--- config.mk ---
export PLATFORM = sky130hd
export DESIGN_NAME = ffha_step_unit
export DESIGN_NICKNAME = d
export VERILOG_FILES = /design/src/sv/ffha_pkg.sv /design/src/sv/ffha_step_unit.sv
export SDC_FILE = /design/constraint.sdc
export NUM_CORES = 1
export LEC_CHECK = 0
export ABC_AREA = 1
export CAP_MARGIN = 40
export CORE_ASPECT_RATIO = 0.75
export CORE_MARGIN = 2
export CORE_UTILIZATION = 40
export DETAILED_ROUTE_END_ITERATION = 10
export DONT_BUFFER_PORTS = 1
export PLACE_DENSITY = 0.58
export SYNTH_ARGS = -nofsm -noshare
export SYNTH_HDL_FRONTEND = slang
export SYNTH_SLANG_ARGS = --single-unit
--- constraint.sdc ---
create_clock -name vclk -period 3.6
set_clock_uncertainty 0.05 [all_clocks]
set_input_delay 0.54 -clock vclk [all_inputs]
set_output_delay 0.54 -clock vclk [all_outputs]
set_load 0.02 [all_outputs]
--- src/sv/ffha_pkg.sv ---
// Package for the first-fit heap allocator: request and result structs,
// status codes, default sizes and the step unit's flag group.
// No dependencies.
`timescale 1ns / 1ps

package ffha_pkg;

  // Default pool and header sizes in bytes.
  localparam int unsigned PoolBytesDef   = 4096;
  localparam int unsigned HeaderBytesDef = 4;

  // Fixed field widths of the request and result.
  localparam int unsigned ReqW = 13;
  localparam int unsigned OffW = 12;

  // Operation selected by the mode field.
  typedef enum logic {
    ModeAlloc = 1'b0,
    ModeFree  = 1'b1
  } mode_e;

  // Result status codes.
  typedef enum logic [2:0] {
    StatusOk       = 3'd0,
    StatusZero     = 3'd1,
    StatusLarge    = 3'd2,
    StatusNoFit    = 3'd3,
    StatusRange    = 3'd4,
    StatusFreed    = 3'd5,
    StatusNoStart  = 3'd6,
    StatusReserved = 3'd7
  } status_e;

  // One request.
  typedef struct packed {
    logic            mode;
    logic [ReqW-1:0] request_bytes;
    logic [OffW-1:0] payload_offset;
  } cmd_t;

  // One result.
  typedef struct packed {
    logic [OffW-1:0] granted_offset;
    status_e         status;
  } result_t;

  // Decisions of the step unit on the header under inspection.
  typedef struct packed {
    logic fit;        // free and large enough for the request
    logic split;      // remainder can hold a header plus one byte
    logic match;      // header sits at the block start being freed
    logic alloc_end;  // no room left for an allocation at this offset
    logic free_end;   // walk has reached the end of the pool
  } step_flags_t;

endpackage

--- src/sv/ffha_step_unit.sv ---
// Shared step unit: the adders and comparators applied to one header per
// cycle during a walk. Depends on ffha_pkg.
`timescale 1ns / 1ps

module ffha_step_unit #(
  parameter int unsigned POOL_BYTES   = 4096,
  parameter int unsigned HEADER_BYTES = 4
) (
  input  logic [$clog2(POOL_BYTES):0]   pos_i,
  input  logic [$clog2(POOL_BYTES)-1:0] size_i,
  input  logic                          used_i,
  input  logic [$clog2(POOL_BYTES)-1:0] req_i,
  input  logic [$clog2(POOL_BYTES):0]   start_pos_i,
  output logic [$clog2(POOL_BYTES):0]   next_pos_o,
  output logic [$clog2(POOL_BYTES):0]   split_pos_o,
  output logic [$clog2(POOL_BYTES)-1:0] remainder_o,
  output ffha_pkg::step_flags_t         flags_o
);

  localparam int unsigned SzW  = $clog2(POOL_BYTES);
  localparam int unsigned PosW = SzW + 1;
  localparam logic [PosW-1:0] Hdr      = PosW'(HEADER_BYTES);
  localparam logic [PosW-1:0] AllocLim = PosW'(POOL_BYTES - HEADER_BYTES);
  localparam logic [PosW-1:0] PoolEnd  = PosW'(POOL_BYTES);

  logic [PosW-1:0] size_w;
  logic [PosW-1:0] req_w;

  assign size_w = PosW'(size_i);
  assign req_w  = PosW'(req_i);

  // Next header in the chain and the header offset of a split remainder.
  assign next_pos_o  = pos_i + size_w + Hdr;
  assign split_pos_o = pos_i + Hdr + req_w;
  assign remainder_o = size_i - req_i - SzW'(HEADER_BYTES);

  // Decisions on the current header.
  always_comb begin
    flags_o.fit       = (size_i >= req_i) && !used_i;
    flags_o.split     = size_w >= (req_w + Hdr + PosW'(1));
    flags_o.match     = pos_i == start_pos_i;
    flags_o.alloc_end = pos_i >= AllocLim;
    flags_o.free_end  = pos_i >= PoolEnd;
  end

endmodule

* Word level (Yosys, flattened, before mapping)
Cells that the tools add are included.
** Storage, ports and cells
- ROM bits :: 0
- Bits in writable memories :: 0
- Bits in latches :: 0
- Memories :: 0
- Register bits after elaboration :: 0
- Input port bits :: 51
** Operators by class
- Equality and inequality tests :: 1
- Multiply operators :: 0
- $lt $le $gt $ge :: 4
- Reduce and logical (&&, ||, !) cells :: 2
- Add/subtract/negate cells :: 8
- Bitwise gates (word level) :: 0
- Div/mod/pow operators :: 0
- Mux-type cells :: 0
- Shift operators :: 0
** Operators with widths (number)
- adder 13 x 12 -> 13 bit :: 2
- adder 13 x 3 -> 13 bit, second input constant :: 2
- adder 12 x 3 -> 13 bit, second input constant :: 1
- adder 13 x 1 -> 13 bit, second input constant :: 1
- == test 13 bit :: 1
- greater-or-equal comparator 12 x 13 -> 1 bit :: 1
- greater-or-equal comparator 13 x 12 -> 1 bit, second input constant :: 1
- greater-or-equal comparator 13 bit, second input constant :: 1
- greater-or-equal comparator 12 bit :: 1
- subtractor 12 bit :: 1
- subtractor 12 x 3 -> 12 bit, second input constant :: 1
- logical AND 1 bit :: 1
- logical NOT 1 bit :: 1

* Depth between registers and ports, before layout
- Word-level depth :: 3
- Gate-level depth with buffers :: 14
- Gate-level depth less buffers :: 14

* Least setup slack after synthesis
OpenSTA, ideal clock, no wires.
- Path type :: input -> output
- Start point :: in req_i[1]
- End point :: out remainder_o[7]
- Buffers on the path :: 0
- Data required time :: 3010 ps
- Stages on the path :: 9
- Slack :: 831 ps
- Arrival time :: 2179 ps
- Cells stage by stage :: inv_1 -> ha_1 -> ha_1 -> inv_1 -> fa_1 -> o21ai_2 -> nand2_1 -> nand2_1 -> xor2_1
** On the way
- Longest elaborated chain between the ends :: 2
** RTL lines
- start, declared :: line ffha_step_unit.sv:12 : input logic [$clog2(POOL_BYTES)-1:0] req_i,
- subtractor 12 bit :: line ffha_step_unit.sv:35 : assign remainder_o = size_i - req_i - SzW'(HEADER_BYTES);
- subtractor 12 x 3 -> 12 bit :: line ffha_step_unit.sv:35
- end, declared :: line ffha_step_unit.sv:16 : output logic [$clog2(POOL_BYTES)-1:0] remainder_o,
Every way passes these cells.

* Worst setup path in the final report
- Start point :: in pos_i[1]
- End point :: out next_pos_o[9]
** On the way
- Longest elaborated chain between the ends :: 2
** RTL lines
- start, declared :: line ffha_step_unit.sv:9 : input logic [$clog2(POOL_BYTES):0] pos_i,
- adder 13 x 12 -> 13 bit :: line ffha_step_unit.sv:33 : assign next_pos_o = pos_i + size_w + Hdr;
- adder 13 x 3 -> 13 bit :: line ffha_step_unit.sv:33
- end, declared :: line ffha_step_unit.sv:14 : output logic [$clog2(POOL_BYTES):0] next_pos_o,
Every way passes these cells.

==> out/metrics.cfg <==
[run_status]
outcome = finished, final reports clean

[floorplanning]
io_pins = 94
core_area_sq_um = 7920
die_h_um = 82.2
dieArea_sq_um = 8900
die_w_um = 108
initial_core_util = 0.412
row_count = 28

[routing]
wl_per_cell_um = 13.8
dr.pass1.iters = 5
routed_wl_um = 8860
drcViolationCount = 0
drt-vias-per-instance = 5.10
drt_iter0_markers = 195
ant_nets = 0
vias = 3272

[setup_path]
worst_setup_path_start_kind = input pin
critical_path_arrival_ns = 2.42
crit_type = in2out
cp_num_cells = 10
path_buf_inv = 2
end_kind = primary output
cp_top_family = adder cells
cp-startpoint = pos_i[1]
cp_max_fo = 3
slowest_delay_ns = 0.42
required_ns = 3.01
slowest_stage = fa_1
crit_path_end = next_pos_o[9]
path_cells = ha_1 -> ha_1 -> inv_1 -> fa_1 -> inv_1 -> nand3_1 -> nand2_1 -> nand3_1 -> nand2_1 -> xor2_1

[sta]
fmax_ghz = 0.333
drv_slew = 0
finalSetupViolations = 0
fin_crit_ns = 3.01
timing.hold.ws_ns = 1.03
relSlewSlack = 0.399
rsz0062_at_grt = no
period_share = 0.835
hold_violations = 0
max_slew.worst_pin.slew_ns = 0.893
setup-tns-final_ns = 0

[placement]
port_buffers = 0
dp_hpwl_um = 8120
gp_congestion = 0.960
placed_cell_area_sq_um = 3390

[cts]
cts_resized = 0
cts_setup_buffers = 0
postCtsHoldBufs = 0

[finish]
layout_commonest_cell = nand2_1
mostFrequentLayoutCells = nand2_1 (132), inv_1 (115), ha_1 (91)
design.seq.count = 0
fin_nets = 684
n_antenna_cell = 0
regArea_sq_um = 0
clock_buffers = 0
finalInstanceArea_sq_um = 3390
drive_above_1_share = 0.0149
utilization = 0.428
syn2layout_area_growth_pct = 3.91

[global_routing]
met3_usage = 0.0353
grt_pass1_vias = 2972
grt_usage = 0.201
antenna_found_initial = 0
grt_pass1_wl_um = 14400
overflow = 0
grt_max_degree = 7
busiest_layer = met1
grt.met1_usage = 0.308
grt_use_met2 = 0.304

[synth]
yosys_warnings = 0
syn_avg_cell_area_sq_um = 6.07
yosysSeqAreaShare = 0
synthCells = 538
synth_nets = 683
syn-cell-area_sq_um = 3260
synth_cell_types = 22

[power_and_ir_drop]
leakage_nw = 2.06
p_per_area_nw_per_um2 = 212
ir_drop_mv = 0.105

[hold_path]
hold_class = in2out

[flow_run]
max-cap-violations = 0

-- cell families after synthesis --
family | synth area share
XOR/XNOR | 0.0913
AND/OR/NAND/NOR | 0.296
adder cells (fa/ha/maj) | 0.367
buffers and inverters | 0.133
AO/OA/AOI/OAI | 0.112
-- cells in the mapped netlist --
cell type  instances  share of area
nand2_1          132           0.15
inv_1            115           0.13
ha_1              91           0.35
nor2_1            50          0.058
a21oi_1           30          0.046
nand3_1           26          0.040
xor2_1            24          0.064
nand4_1           16          0.031
o21ai_0           11          0.017
xnor2_1           10          0.027
o21bai_1           6          0.014
o21ai_2            5          0.013
a21o_1             4         0.0092
fa_1               3          0.018
nand3b_1           3         0.0069
o22ai_1            3         0.0058
nor2_2             2         0.0038
nor3_1             2         0.0031
o31ai_1            2         0.0046
a21oi_2            1         0.0027
and2_1             1         0.0019
clkbuf_1           1         0.0011
-- cell type report --
cell class | count | area (sq um)
fillers | 902 | 4530
inverters | 115 | 432
multi-input cells | 422 | 2830
well taps | 105 | 131
-- how the worst min path moves through the flow --
stage	from	end	slack [ns]	cells after the start
3_3_place_gp	pos_i[12]	flags_o[0]	1.03	0
3_5_place_dp	pos_i[12]	flags_o[0]	1.03	0
4_1_cts	pos_i[12]	flags_o[0]	1.03	0
6_report	pos_i[12]	flags_o[0]	1.03	0
2_1_floorplan	pos_i[12]	flags_o[0]	1.17	1
5_1_grt	pos_i[12]	flags_o[0]	1.03	0
-- where the power goes --
group,internal (mW),switching (mW),total (mW)
Sequential,0,0,0
Clock,0,0,0
Combinational,0.224,0.494,0.717
-- per-layer routing --
| metal | up-vias | wire length, um |
|---|---|---|
| met2 | 126 | 3330 |
| met4 | 0 | 78 |
| met1 | 1414 | 4590 |
| li1 | 1726 | - |
| met5 | - | 0 |
| met3 | 6 | 862 |
-- stage by stage --
stage / total power, mW / setup slack (ns) / cells
floorplan: 0.602 / 0.831 / 538
global placement: 0.708 / 0.641 / 642
finish: 0.717 / 0.594 / 642
global route: 0.810 / 0.409 / 642
CTS: 0.718 / 0.605 / 642
detailed placement: 0.713 / 0.613 / 642
Note: power is estimated with default switching activity, not from simulation.
